**config.mk**
```make
export PLATFORM = sky130hd
export DESIGN_NAME = page_bitmap_allocator_core
export DESIGN_NICKNAME = d
export VERILOG_FILES = /design/src/hw/rtl/pba_pkg.sv /design/src/hw/rtl/pba_bitmap.sv /design/src/hw/rtl/pba_ctrl.sv /design/src/hw/rtl/page_bitmap_allocator_core.sv
export VERILOG_INCLUDE_DIRS = /design/src /design/src/hw/rtl
export SDC_FILE = /design/constraint.sdc
export NUM_CORES = 2
export LEC_CHECK = 0
export ABC_AREA = 0
export ABC_CLOCK_PERIOD_IN_PS = 9450
export BUFFER_PORTS_ARGS = -buffer_cell sky130_fd_sc_hd__buf_2
export CAP_MARGIN = 15
export CORE_MARGIN = 8
export CORE_UTILIZATION = 38
export CTS_CLUSTER_DIAMETER = 120
export DETAILED_ROUTE_END_ITERATION = 8
export RECOVER_POWER = 50
export SLEW_MARGIN = 10
export SYNTH_ARGS = -nofsm -noshare
export SYNTH_HDL_FRONTEND = slang
export SYNTH_SLANG_ARGS = --single-unit
```
**constraint.sdc**
```tcl
create_clock -name clk -period 9.45 [get_ports clk]
set_input_delay 1.4175 -clock clk [delete_from_list [all_inputs] [get_ports clk]]
set_output_delay 1.4175 -clock clk [all_outputs]
set_load 0.02 [all_outputs]
```
**src/hw/rtl/page_bitmap_allocator_core_defines.svh**
```systemverilog
// Assertion macros for the page bitmap allocator.
// Included by the top level; no other dependencies.
`ifndef PAGE_BITMAP_ALLOCATOR_CORE_DEFINES_SVH
`define PAGE_BITMAP_ALLOCATOR_CORE_DEFINES_SVH

`ifndef SYNTHESIS
`define PBA_ASSERT_SAME(lbl, clk, rst_n, ante, cons) \
  lbl: assert property (@(posedge clk) disable iff (!rst_n) (ante) |-> (cons)) \
    else $error("pba assertion failed");
`define PBA_ASSERT_NEXT(lbl, clk, rst_n, ante, cons) \
  lbl: assert property (@(posedge clk) disable iff (!rst_n) (ante) |=> (cons)) \
    else $error("pba assertion failed");
`else
`define PBA_ASSERT_SAME(lbl, clk, rst_n, ante, cons)
`define PBA_ASSERT_NEXT(lbl, clk, rst_n, ante, cons)
`endif

`endif

```
**src/hw/rtl/pba_pkg.sv**
```systemverilog
// Shared constants, types and helpers of the page bitmap allocator.
// No dependencies.
package pba_pkg;

  localparam int unsigned MAX_PAGES  = 1024;
  localparam int unsigned PAGE_SHIFT = 12;
  localparam int unsigned ADDR_W     = 32;
  localparam int unsigned WORD_W     = 32;
  localparam int unsigned BIT_W      = 5;
  localparam int unsigned NUM_WORDS  = (MAX_PAGES + WORD_W - 1) / WORD_W;
  localparam int unsigned WADDR_W    = (NUM_WORDS > 1) ? $clog2(NUM_WORDS) : 1;
  localparam int unsigned IDX_W      = WADDR_W + BIT_W;
  localparam int unsigned CNT_W      = $clog2(MAX_PAGES + 1);

  localparam logic [1:0] ST_OK        = 2'd0;
  localparam logic [1:0] ST_NO_VPAGE  = 2'd1;
  localparam logic [1:0] ST_PHYS_FAIL = 2'd2;
  localparam logic [1:0] ST_RANGE     = 2'd3;

  localparam logic KIND_ALLOC = 1'b0;
  localparam logic KIND_FREE  = 1'b1;

  localparam logic REG_WINDOW_START = 1'b0;
  localparam logic REG_WINDOW_END   = 1'b1;

  typedef enum logic [1:0] {
    S_IDLE,
    S_LOOK,
    S_READ
  } state_t;

  typedef struct packed {
    logic               rd_en;
    logic [WADDR_W-1:0] rd_word;
    logic               wr_en;
    logic [WADDR_W-1:0] wr_word;
    logic [WORD_W-1:0]  wr_data;
  } mem_req_t;

  typedef struct packed {
    logic [WORD_W-1:0]  rd_data;
    logic               any_open;
    logic [WADDR_W-1:0] open_word;
  } mem_rsp_t;

  function automatic logic [BIT_W-1:0] first_zero(input logic [WORD_W-1:0] w);
    logic [BIT_W-1:0] r;
    r = '0;
    for (int i = WORD_W - 1; i >= 0; i--) begin
      if (!w[i]) r = BIT_W'(i);
    end
    return r;
  endfunction

endpackage

```
**src/hw/rtl/pba_bitmap.sv**
```systemverilog
// Used-page bitmap: word memory with per-word valid and full flags.
// Depends on pba_pkg.
module pba_bitmap (
  input  logic              clk,
  input  logic              rst_n,
  input  pba_pkg::mem_req_t req,
  output pba_pkg::mem_rsp_t rsp
);

  logic [pba_pkg::WORD_W-1:0]    mem [pba_pkg::NUM_WORDS];
  logic [pba_pkg::WORD_W-1:0]    rd_data_r;
  logic                          rd_valid_r;
  logic [pba_pkg::NUM_WORDS-1:0] valid_r;
  logic [pba_pkg::NUM_WORDS-1:0] full_r;
  logic                          any_open;
  logic [pba_pkg::WADDR_W-1:0]   open_word;

  always_ff @(posedge clk) begin
    if (req.wr_en) mem[req.wr_word] <= req.wr_data;
    if (req.rd_en) rd_data_r <= mem[req.rd_word];
  end

  always_ff @(posedge clk) begin
    if (!rst_n) begin
      valid_r    <= '0;
      full_r     <= '0;
      rd_valid_r <= 1'b0;
    end else begin
      if (req.wr_en) begin
        valid_r[req.wr_word] <= 1'b1;
        full_r[req.wr_word]  <= &req.wr_data;
      end
      if (req.rd_en) rd_valid_r <= valid_r[req.rd_word];
    end
  end

  always_comb begin
    any_open  = 1'b0;
    open_word = '0;
    for (int i = pba_pkg::NUM_WORDS - 1; i >= 0; i--) begin
      if (!full_r[i]) begin
        any_open  = 1'b1;
        open_word = pba_pkg::WADDR_W'(i);
      end
    end
  end

  assign rsp.rd_data   = rd_valid_r ? rd_data_r : '0;
  assign rsp.any_open  = any_open;
  assign rsp.open_word = open_word;

endmodule

```
**src/hw/rtl/pba_ctrl.sv**
```systemverilog
// Request sequencer: range check, first-fit search and bitmap update.
// Depends on pba_pkg.
module pba_ctrl (
  input  logic                        clk,
  input  logic                        rst_n,
  input  logic                        start,
  input  logic                        in_kind,
  input  logic [pba_pkg::ADDR_W-1:0]  in_page_address,
  input  logic                        in_phys_ok,
  input  logic [pba_pkg::ADDR_W-1:0]  win_start,
  input  logic [pba_pkg::ADDR_W-1:0]  win_end,
  input  logic [pba_pkg::CNT_W-1:0]   page_count,
  input  pba_pkg::mem_rsp_t           rsp,
  output pba_pkg::mem_req_t           req,
  output logic                        busy,
  output logic                        out_valid,
  output logic [pba_pkg::ADDR_W-1:0]  out_granted_address,
  output logic [1:0]                  out_status
);

  pba_pkg::state_t              state_r, state_nxt;
  logic                         kind_r;
  logic [pba_pkg::ADDR_W-1:0]   addr_r;
  logic                         phys_r;
  logic [pba_pkg::WADDR_W-1:0]  word_r, word_nxt;
  logic [pba_pkg::BIT_W-1:0]    bit_r, bit_nxt;
  logic                         out_valid_r, out_valid_nxt;
  logic [pba_pkg::ADDR_W-1:0]   gaddr_r, gaddr_nxt;
  logic [1:0]                   status_r, status_nxt;

  logic [pba_pkg::ADDR_W-1:0]   diff;
  logic [pba_pkg::ADDR_W-1:0]   free_idx;
  logic                         free_ok;
  logic [pba_pkg::BIT_W-1:0]    zero_bit;
  logic [pba_pkg::IDX_W-1:0]    alloc_idx;
  logic                         alloc_ok;
  logic [pba_pkg::WORD_W-1:0]   set_word;
  logic [pba_pkg::WORD_W-1:0]   clr_word;
  logic [pba_pkg::ADDR_W-1:0]   grant;

  assign diff     = addr_r - win_start;
  assign free_idx = diff >> pba_pkg::PAGE_SHIFT;
  assign free_ok  = (addr_r >= win_start) && (addr_r < win_end) &&
                    (free_idx < pba_pkg::ADDR_W'(page_count));

  assign zero_bit  = pba_pkg::first_zero(rsp.rd_data);
  assign alloc_idx = {word_r, zero_bit};
  assign alloc_ok  = pba_pkg::ADDR_W'(alloc_idx) < pba_pkg::ADDR_W'(page_count);
  assign set_word  = rsp.rd_data | (pba_pkg::WORD_W'(1) << zero_bit);
  assign clr_word  = rsp.rd_data & ~(pba_pkg::WORD_W'(1) << bit_r);
  assign grant     = win_start + (pba_pkg::ADDR_W'(alloc_idx) << pba_pkg::PAGE_SHIFT);

  always_comb begin
    state_nxt = state_r;
    unique case (state_r)
      pba_pkg::S_IDLE: if (start) state_nxt = pba_pkg::S_LOOK;
      pba_pkg::S_LOOK: begin
        if (kind_r == pba_pkg::KIND_FREE) begin
          state_nxt = free_ok ? pba_pkg::S_READ : pba_pkg::S_IDLE;
        end else begin
          state_nxt = rsp.any_open ? pba_pkg::S_READ : pba_pkg::S_IDLE;
        end
      end
      pba_pkg::S_READ: state_nxt = pba_pkg::S_IDLE;
      default:         state_nxt = pba_pkg::S_IDLE;
    endcase
  end

  always_comb begin
    req           = '0;
    busy          = 1'b1;
    word_nxt      = word_r;
    bit_nxt       = bit_r;
    out_valid_nxt = 1'b0;
    gaddr_nxt     = '0;
    status_nxt    = pba_pkg::ST_OK;
    unique case (state_r)
      pba_pkg::S_IDLE: busy = 1'b0;
      pba_pkg::S_LOOK: begin
        if (kind_r == pba_pkg::KIND_FREE) begin
          word_nxt    = free_idx[pba_pkg::IDX_W-1:pba_pkg::BIT_W];
          bit_nxt     = free_idx[pba_pkg::BIT_W-1:0];
          req.rd_en   = free_ok;
          req.rd_word = free_idx[pba_pkg::IDX_W-1:pba_pkg::BIT_W];
          if (!free_ok) begin
            out_valid_nxt = 1'b1;
            status_nxt    = pba_pkg::ST_RANGE;
          end
        end else begin
          word_nxt    = rsp.open_word;
          req.rd_en   = rsp.any_open;
          req.rd_word = rsp.open_word;
          if (!rsp.any_open) begin
            out_valid_nxt = 1'b1;
            status_nxt    = pba_pkg::ST_NO_VPAGE;
          end
        end
      end
      pba_pkg::S_READ: begin
        out_valid_nxt = 1'b1;
        req.wr_word   = word_r;
        if (kind_r == pba_pkg::KIND_FREE) begin
          req.wr_en   = 1'b1;
          req.wr_data = clr_word;
        end else if (!alloc_ok) begin
          status_nxt = pba_pkg::ST_NO_VPAGE;
        end else if (!phys_r) begin
          status_nxt = pba_pkg::ST_PHYS_FAIL;
        end else begin
          req.wr_en   = 1'b1;
          req.wr_data = set_word;
          gaddr_nxt   = grant;
        end
      end
      default: busy = 1'b0;
    endcase
  end

  always_ff @(posedge clk) begin
    if (!rst_n) begin
      state_r     <= pba_pkg::S_IDLE;
      out_valid_r <= 1'b0;
    end else begin
      state_r     <= state_nxt;
      out_valid_r <= out_valid_nxt;
    end
  end

  always_ff @(posedge clk) begin
    if (state_r == pba_pkg::S_IDLE && start) begin
      kind_r <= in_kind;
      addr_r <= in_page_address;
      phys_r <= in_phys_ok;
    end
    word_r   <= word_nxt;
    bit_r    <= bit_nxt;
    gaddr_r  <= gaddr_nxt;
    status_r <= status_nxt;
  end

  assign out_valid           = out_valid_r;
  assign out_granted_address = gaddr_r;
  assign out_status          = status_r;

endmodule

```
**src/hw/rtl/page_bitmap_allocator_core.sv**
```systemverilog
// Top level of the first-fit page bitmap allocator.
// Depends on pba_pkg, pba_ctrl, pba_bitmap and the defines header.
//
// Usage:
//   Requests enter on start while busy is low, with in_kind (0 allocate,
//   1 free), in_page_address (free only) and in_phys_ok (allocate only).
//   Each request yields one result: out_valid is high for one cycle with
//   out_granted_address and out_status (0 ok, 1 no free page, 2 physical
//   failure, 3 free out of range). The receiver takes every result as it
//   appears; there is no stall path. The window registers are written
//   through cfg_we / cfg_index / cfg_wdata, by the user only while no
//   request is in flight; the block itself does not enforce this.
// Timing:
//   out_valid is registered from the check state for a request that
//   ends there (free out of range, every bitmap word full), else from
//   the read state that follows it, where the bitmap word read returns
//   and is written back. busy drops as the result appears, so a new
//   request is taken only after the previous one has ended.
// Reset:
//   Synchronous on rst_n: window registers to zero, all pages free via
//   per-word valid flags; no clearing pass is needed.
`include "page_bitmap_allocator_core_defines.svh"

module page_bitmap_allocator_core (
  input  logic                        clk,
  input  logic                        rst_n,
  input  logic                        start,
  output logic                        busy,
  input  logic                        in_kind,
  input  logic [pba_pkg::ADDR_W-1:0]  in_page_address,
  input  logic                        in_phys_ok,
  output logic                        out_valid,
  output logic [pba_pkg::ADDR_W-1:0]  out_granted_address,
  output logic [1:0]                  out_status,
  input  logic                        cfg_we,
  input  logic                        cfg_index,
  input  logic [pba_pkg::ADDR_W-1:0]  cfg_wdata
);

  logic [pba_pkg::ADDR_W-1:0] win_start_r;
  logic [pba_pkg::ADDR_W-1:0] win_end_r;
  logic [pba_pkg::CNT_W-1:0]  count_r, count_nxt;
  logic [pba_pkg::ADDR_W-1:0] span_pages;
  pba_pkg::mem_req_t          req;
  pba_pkg::mem_rsp_t          rsp;

  always_ff @(posedge clk) begin
    if (!rst_n) begin
      win_start_r <= '0;
      win_end_r   <= '0;
    end else if (cfg_we) begin
      unique case (cfg_index)
        pba_pkg::REG_WINDOW_START: win_start_r <= cfg_wdata;
        pba_pkg::REG_WINDOW_END:   win_end_r   <= cfg_wdata;
        default: ;
      endcase
    end
  end

  assign span_pages = (win_end_r - win_start_r) >> pba_pkg::PAGE_SHIFT;

  always_comb begin
    priority if (win_end_r <= win_start_r) begin
      count_nxt = '0;
    end else if (span_pages > pba_pkg::ADDR_W'(pba_pkg::MAX_PAGES)) begin
      count_nxt = pba_pkg::CNT_W'(pba_pkg::MAX_PAGES);
    end else begin
      count_nxt = span_pages[pba_pkg::CNT_W-1:0];
    end
  end

  always_ff @(posedge clk) begin
    if (!rst_n) count_r <= '0;
    else        count_r <= count_nxt;
  end

  pba_ctrl u_ctrl (
    .clk                 (clk),
    .rst_n               (rst_n),
    .start               (start),
    .in_kind             (in_kind),
    .in_page_address     (in_page_address),
    .in_phys_ok          (in_phys_ok),
    .win_start           (win_start_r),
    .win_end             (win_end_r),
    .page_count          (count_r),
    .rsp                 (rsp),
    .req                 (req),
    .busy                (busy),
    .out_valid           (out_valid),
    .out_granted_address (out_granted_address),
    .out_status          (out_status)
  );

  pba_bitmap u_bitmap (
    .clk   (clk),
    .rst_n (rst_n),
    .req   (req),
    .rsp   (rsp)
  );

  `PBA_ASSERT_NEXT(a_accept_busy, clk, rst_n, start && !busy, busy)
  `PBA_ASSERT_SAME(a_result_idle, clk, rst_n, out_valid, !busy && $past(busy))
  `PBA_ASSERT_SAME(a_fail_no_addr, clk, rst_n, out_valid && out_status != pba_pkg::ST_OK, out_granted_address == '0)
  `PBA_ASSERT_SAME(a_single_access, clk, rst_n, req.wr_en, !req.rd_en)

endmodule
```
After elaboration in Yosys (flattened, before gate mapping):

Memories as Yosys holds them, arrays and structs flattened. A register that Yosys moved wholly into a read port is not among the register bits.
Cells that the tools add are included.

* bits in registers: 221
* memory bits (writable): 1024
* input bits: 71
* output and inout port bits: 36
* memories kept: 1

* $add $sub $neg: 3
* order comparisons: 9
* equality and inequality tests: 3
* shifts and indexed selects: 2
* mux-type cells: 132
* bitwise operators: 9
* reduce and logical (&&, ||, !) cells: 13

Memory list
* u_bitmap.mem: depth 32, width 32, read ports 1, clocked after Yosys merged registers in 1, write ports 1, line pba_bitmap.sv:10 `logic [pba_pkg::WORD_W-1:0] mem [pba_pkg::NUM_WORDS];`

Operators by type and width (number)
* 5-bit two-way mux: 65
* 32-bit two-way mux: 4
* 32-bit OR: 2
* 1-bit by 5-bit left shift with 32-bit output, first input constant: 2
* 32-bit subtractor: 2
* 1-bit two-way mux: 44
* 38-bit two-way mux: 1
* 32-bit by 22-bit adder with 32-bit output: 1
* 32-bit AND: 1
* 32-bit bitwise mux: 1
* 32-bit >= comparator: 1
* 32-bit less-or-equal comparator: 1
* 32-bit less-than comparator: 1
* 32-bit inverter: 1
* 32-bit AND reduction: 1
* 20-bit by 11-bit > comparator with 1-bit output, second input constant: 1
* 20-bit by 11-bit less-than comparator with 1-bit output: 1
* 2-bit two-way mux: 9
* 5-bit by 6-bit less-than comparator with 1-bit output, second input constant: 2
* 6-bit two-way mux: 2
* 10-bit by 11-bit less-than comparator with 1-bit output: 1
* 11-bit two-way mux: 1
* 2-bit case mux with 2 select lines: 2
* 2-bit AND reduction: 3
* other kinds (13): 21

Longest topological paths before layout:

* word-level depth: 44
* mapped depth: 23

Modules after synthesis:

Synthesis repeated with hierarchy kept, for this count alone.

* cells, all modules: 3364
* area total of the unflattened synthesis: 54876.4 sq um

Modules (own cells, without submodules)
* pba_bitmap: instances 1, cells an instance 1870, area an instance 42889.9 sq um, seq. area each 33011.7 sq um
* pba_ctrl: instances 1, cells an instance 877, area an instance 7325.8 sq um, seq. area each 2062.0 sq um
* page_bitmap_allocator_core: instances 1, cells an instance 617, area an instance 4660.7 sq um, seq. area each 1501.4 sq um

Least setup slack after synthesis:

No wires, ideal clock.

* kind: register -> register
* start: reg u_bitmap.rd_data_r[3] in the netlist's numbering, read port of u_bitmap.mem
* end: mem u_bitmap.mem[25][0] in the netlist's numbering, enable pin
* setup time: 0.516 ns
* data arrival time: 6.556 ns
* required time: 8.934 ns
* setup slack: 2.378 ns
* cell stages (with the launch flop): 17
* buffers on the path: 3
* clock period less this slack: 7.072 ns
* cell sequence: edfxtp_1 > and3_1 > and3_1 > a221o_1 > a41o_1 > buf_6 > inv_2 > buf_2 > ha_1 > o21ai_0 > a211oi_1 > nand2_1 > a21oi_1 > o41a_1 > nand2b_1 > clkbuf_1 > nor4b_1

* word-level cells in the longest chain between the ends: 11

Ends and longest elaborated chain
* start, declared: line pba_bitmap.sv:11 `logic [pba_pkg::WORD_W-1:0] rd_data_r;`
* 32-bit two-way mux: line pba_bitmap.sv:48 `assign rsp.rd_data = rd_valid_r ? rd_data_r : '0;`
* 5-bit two-way mux (4 in series): line pba_pkg.sv:50 `if (!w[i]) r = BIT_W'(i);`
* 10-bit by 11-bit less-than comparator with 1-bit output: line pba_ctrl.sv:48 `assign alloc_ok = pba_pkg::ADDR_W'(alloc_idx) < pba_pkg::ADDR_W'(page_count);`
* 1-bit two-way mux: line pba_ctrl.sv:105 `end else if (!alloc_ok) begin`
* 1-bit two-way mux: line pba_ctrl.sv:102 `if (kind_r == pba_pkg::KIND_FREE) begin`
* 38-bit two-way mux: line pba_ctrl.sv:77 `unique case (state_r)`
* 1-bit two-way mux: line pba_bitmap.sv:19 `if (req.wr_en) mem[req.wr_word] <= req.wr_data;`
* 1-bit two-way mux (implied by the code): line pba_bitmap.sv:19
* end, declared: line pba_bitmap.sv:10

No other way between the ends.

==> impl_metrics.yaml <==
outcome:
  status: "finished with violations"
  violations: "capacitance limit, slew limit"
power_and_ir_drop:
  p_per_area_mw_per_mm2: 197.9
  vdd_ir_drop_max_uv: 186.4
  p_leak_nw: 19.90
  seq_power_share_pct: 49.3
  comb_power_share_pct: 9.0
  p_total_mw: 12.46
  p_int_mw: 9.325
  switching_share_pct: 25.15
  power.switching_mw: 3.133
  pwr-share-clk_pct: 41.7
clocking:
  htreeDepth: 4
  cts-root-buf: "clkbuf_16"
  clkLatencyLatePin_ps: 790
  cts_tree: "done"
  clockBufferDepth: 3
  clkTransAtPathRegs_ps: 60
  clock_sinks: 1277
  cts_resized: 0
  cts_setup_buffers: 0
  holdBufCountCts: 0
  cts_buffers: 136
worst_setup_path:
  cp_slowest_cell: "nor2_1"
  cp_slowest_stage_delay_ps: 2330
  worstPathArrival_ps: 7960
  path_cells: "clkbuf_1, nand3_1, nor3_1, o31a_1, o21ai_0, nand2_1, inv_1, ha_1, o21ai_0, a211oi_1, nand2_1, a21oi_1, o41a_2, buf_4, nor2_1"
  regToRegSetupSlack_ps: 1600
  path_max_fanout: 32
  worst-setup-path-type: "reg2reg"
  critPathLaunchType: "flip-flop"
  crit_required_ps: 9560
  worstSetupEndpointType: "flip-flop"
placement:
  finalWeightedCongestion: 0.9393
  hpwl_mm: 104.9
  post-place-ws_ps: 2374
  port_buffers: 106
sta:
  hold_viol: 0
  slew_violations: 1408
  setup_viol: 0
  tightest_slew_ps: 3649
  fmax_mhz: 127.4
  finalWorstSetupSlack_ps: 1600
  fin_crit_sh_pct: 83.07
  finClkSkew_ps: 45.04
  relSlewSlack_pct: -143.3
  tns_ps: 0
  hold-worst-slack_ps: 457.1
  period_needed_ps: 7850
  rsz0062_at_grt: "no"
yosys:
  synth.largest_area_cell: "edfxtp_1"
  syn-cell-area_mm2: 0.05596
  synthCells: 4416
  netlist.area_leader.share_pct: 59.03
  seq_area_frac_synth_pct: 65.36
  ys_top_cells_by_area: "edfxtp_1 (59%), dfxtp_1 (6.3%), o21ai_0 (3.3%)"
  synth_top_flop_cell: "edfxtp_1"
  ys_top_cells_by_count: "edfxtp_1 (1100), nand2_1 (452), o21ai_0 (373)"
  synth-async-reset-ratio_pct: 0
  ys_types: 82
  syn_nets: 4615
  synth.avg_cell_area_um2: 12.67
  ys_warn_count: 0
  yosysMostFrequentCell: "edfxtp_1"
  synth_edf_count: 1100
  ys_seq_elements: 1277
global_routing:
  grt_first_pass_wirelength_mm: 248.5
  grt_usage_pct: 20.67
  gr-total-overflow: 0
  antenna_found_initial: 5
  grt_pass1_vias: 36799
  grt_max_degree: 181
route:
  wirelength_mm: 169.2
  detail-route-antenna-nets: 0
  vias: 38010
  avgRoutedWirePerCell_um: 26.01
  drc_errors: 0
  drtIter0Drc: 3853
  vias_per_cell: 5.843
  dr.pass1.iters: 5
die:
  die_w_um: 399.7
  start_util_pct: 38.08
  core-area_mm2: 0.1470
  rows: 141
  ioPinCount: 107
  fp.dieArea_mm2: 0.1598
  die_y_um: 399.7
layout:
  final_util_pct: 42.83
  area_delta_synth_final_pct: 12.48
  num-fill-cells: 13504
  layout.nets: 4663
  layout-drive-gt1-share_pct: 8.922
hold_path:
  worstHoldPathType: "reg2reg"
flow_run:
  maxCapViolCount: 40
==> final cells by class <==
cell class              instances  area (um^2)  share of cell area, %
flip-flops and latches       1277        36580                  58.11
repair buffers                197         1154                  1.833
clock inverters                75        745.7                  1.185
diodes                          2        5.005               0.007951
clock buffers                 172         3558                  5.654
multi-input cells            2715        17960                  28.54
inverters                     137        526.8                 0.8369
well taps                    1930         2415                  3.837
==> final timing paths <==
path,startpoint,endpoint,cells after the start
min reg2reg,u_bitmap.valid_r[7]$_SDFFE_PN0P_,u_bitmap.valid_r[7]$_SDFFE_PN0P_,1
max reg2reg,u_bitmap.rd_valid_r$_SDFFE_PN0P_,u_bitmap.mem[21][11]$_DFFE_PP_,15
max,u_bitmap.rd_valid_r$_SDFFE_PN0P_,u_bitmap.mem[21][11]$_DFFE_PP_,15
min,u_bitmap.valid_r[7]$_SDFFE_PN0P_,u_bitmap.valid_r[7]$_SDFFE_PN0P_,1
==> state kept, by name, summed over array words and instances, names as in the netlist, 5 cells and up <==
register                    count
u_bitmap.valid_r               32
count_r                        11
u_bitmap.full_r                32
u_bitmap.rd_data_r             32
u_ctrl.word_r                   5
u_ctrl.addr_r                  32
win_end_r                      32
win_start_r                    32
u_ctrl.out_granted_address     32
u_ctrl.bit_r                    5
u_bitmap.mem                 1024
==> worst max-delay path: cells and delay by family, from the launching register on <==
kind,cells,cell delay (ps)
AND/OR/NAND/NOR,5,3540
buffers and inverters,3,1550
AO/OA/AOI/OAI,6,1090
flip-flops,1,570
adder cells (fa/ha/maj),1,370
==> routing by layer <==
metal | share of wire [%] | GRT usage, % | vias up
li1 | - | - | 17095
met1 | 44 | 29.01 | 19213
met2 | 46 | 33.04 | 1424
met3 | 6.6 | 3.240 | 276
met4 | 2.9 | 6.426 | 2
met5 | 0.0077 | 0 | -
==> cells by family (layout without fill, tap and decap cells) <==
group / after synthesis / in the layout / share of synthesized area, %
buf+inv: 424 / 581 / 2.945
compound gates: 1177 / 1177 / 13.98
mux: 148 / 148 / 3.408
fa+ha+maj: 128 / 128 / 2.875
xor+xnor: 44 / 44 / 0.6887
simple gates: 1218 / 1218 / 10.74
other cells: 0 / 2 / 0
flops: 1277 / 1277 / 65.36
==> metrics by stage <==
stage,area (um^2),instances
global placement,58900,6253
finish,62940,6505
global route,62940,6503
detailed placement,58920,6254
floorplan,55960,4416
CTS,63220,6501
==> cell usage in the layout (no fill, tap or decap), types with 44 or more instances in the layout <==
master	instances
nand3_1	140
buf_4	55
a32oi_1	65
a22oi_1	67
nor2_1	115
edfxtp_1	1100
mux2i_1	114
nor3_1	51
a21boi_0	75
clkbuf_16	136
a21oi_1	98
inv_1	116
o21a_1	44
o21ai_0	374
ha_1	127
o211ai_1	183
clkbuf_1	112
nand2_1	448
or3_1	267
a21o_1	60
dfxtp_1	177
buf_2	56
==> power by group through the flow <==
stage / clock network (mW) / logic, mW / registers [mW]
floorplan: 0 / 0.691 / 6.24
global placement: 0 / 1.11 / 6.26
detailed placement: 0 / 1.11 / 6.26
CTS: 5.28 / 1.12 / 6.14
global route: 5.49 / 1.20 / 6.15
finish: 5.19 / 1.12 / 6.15
Power figures use the tool's default switching activity.
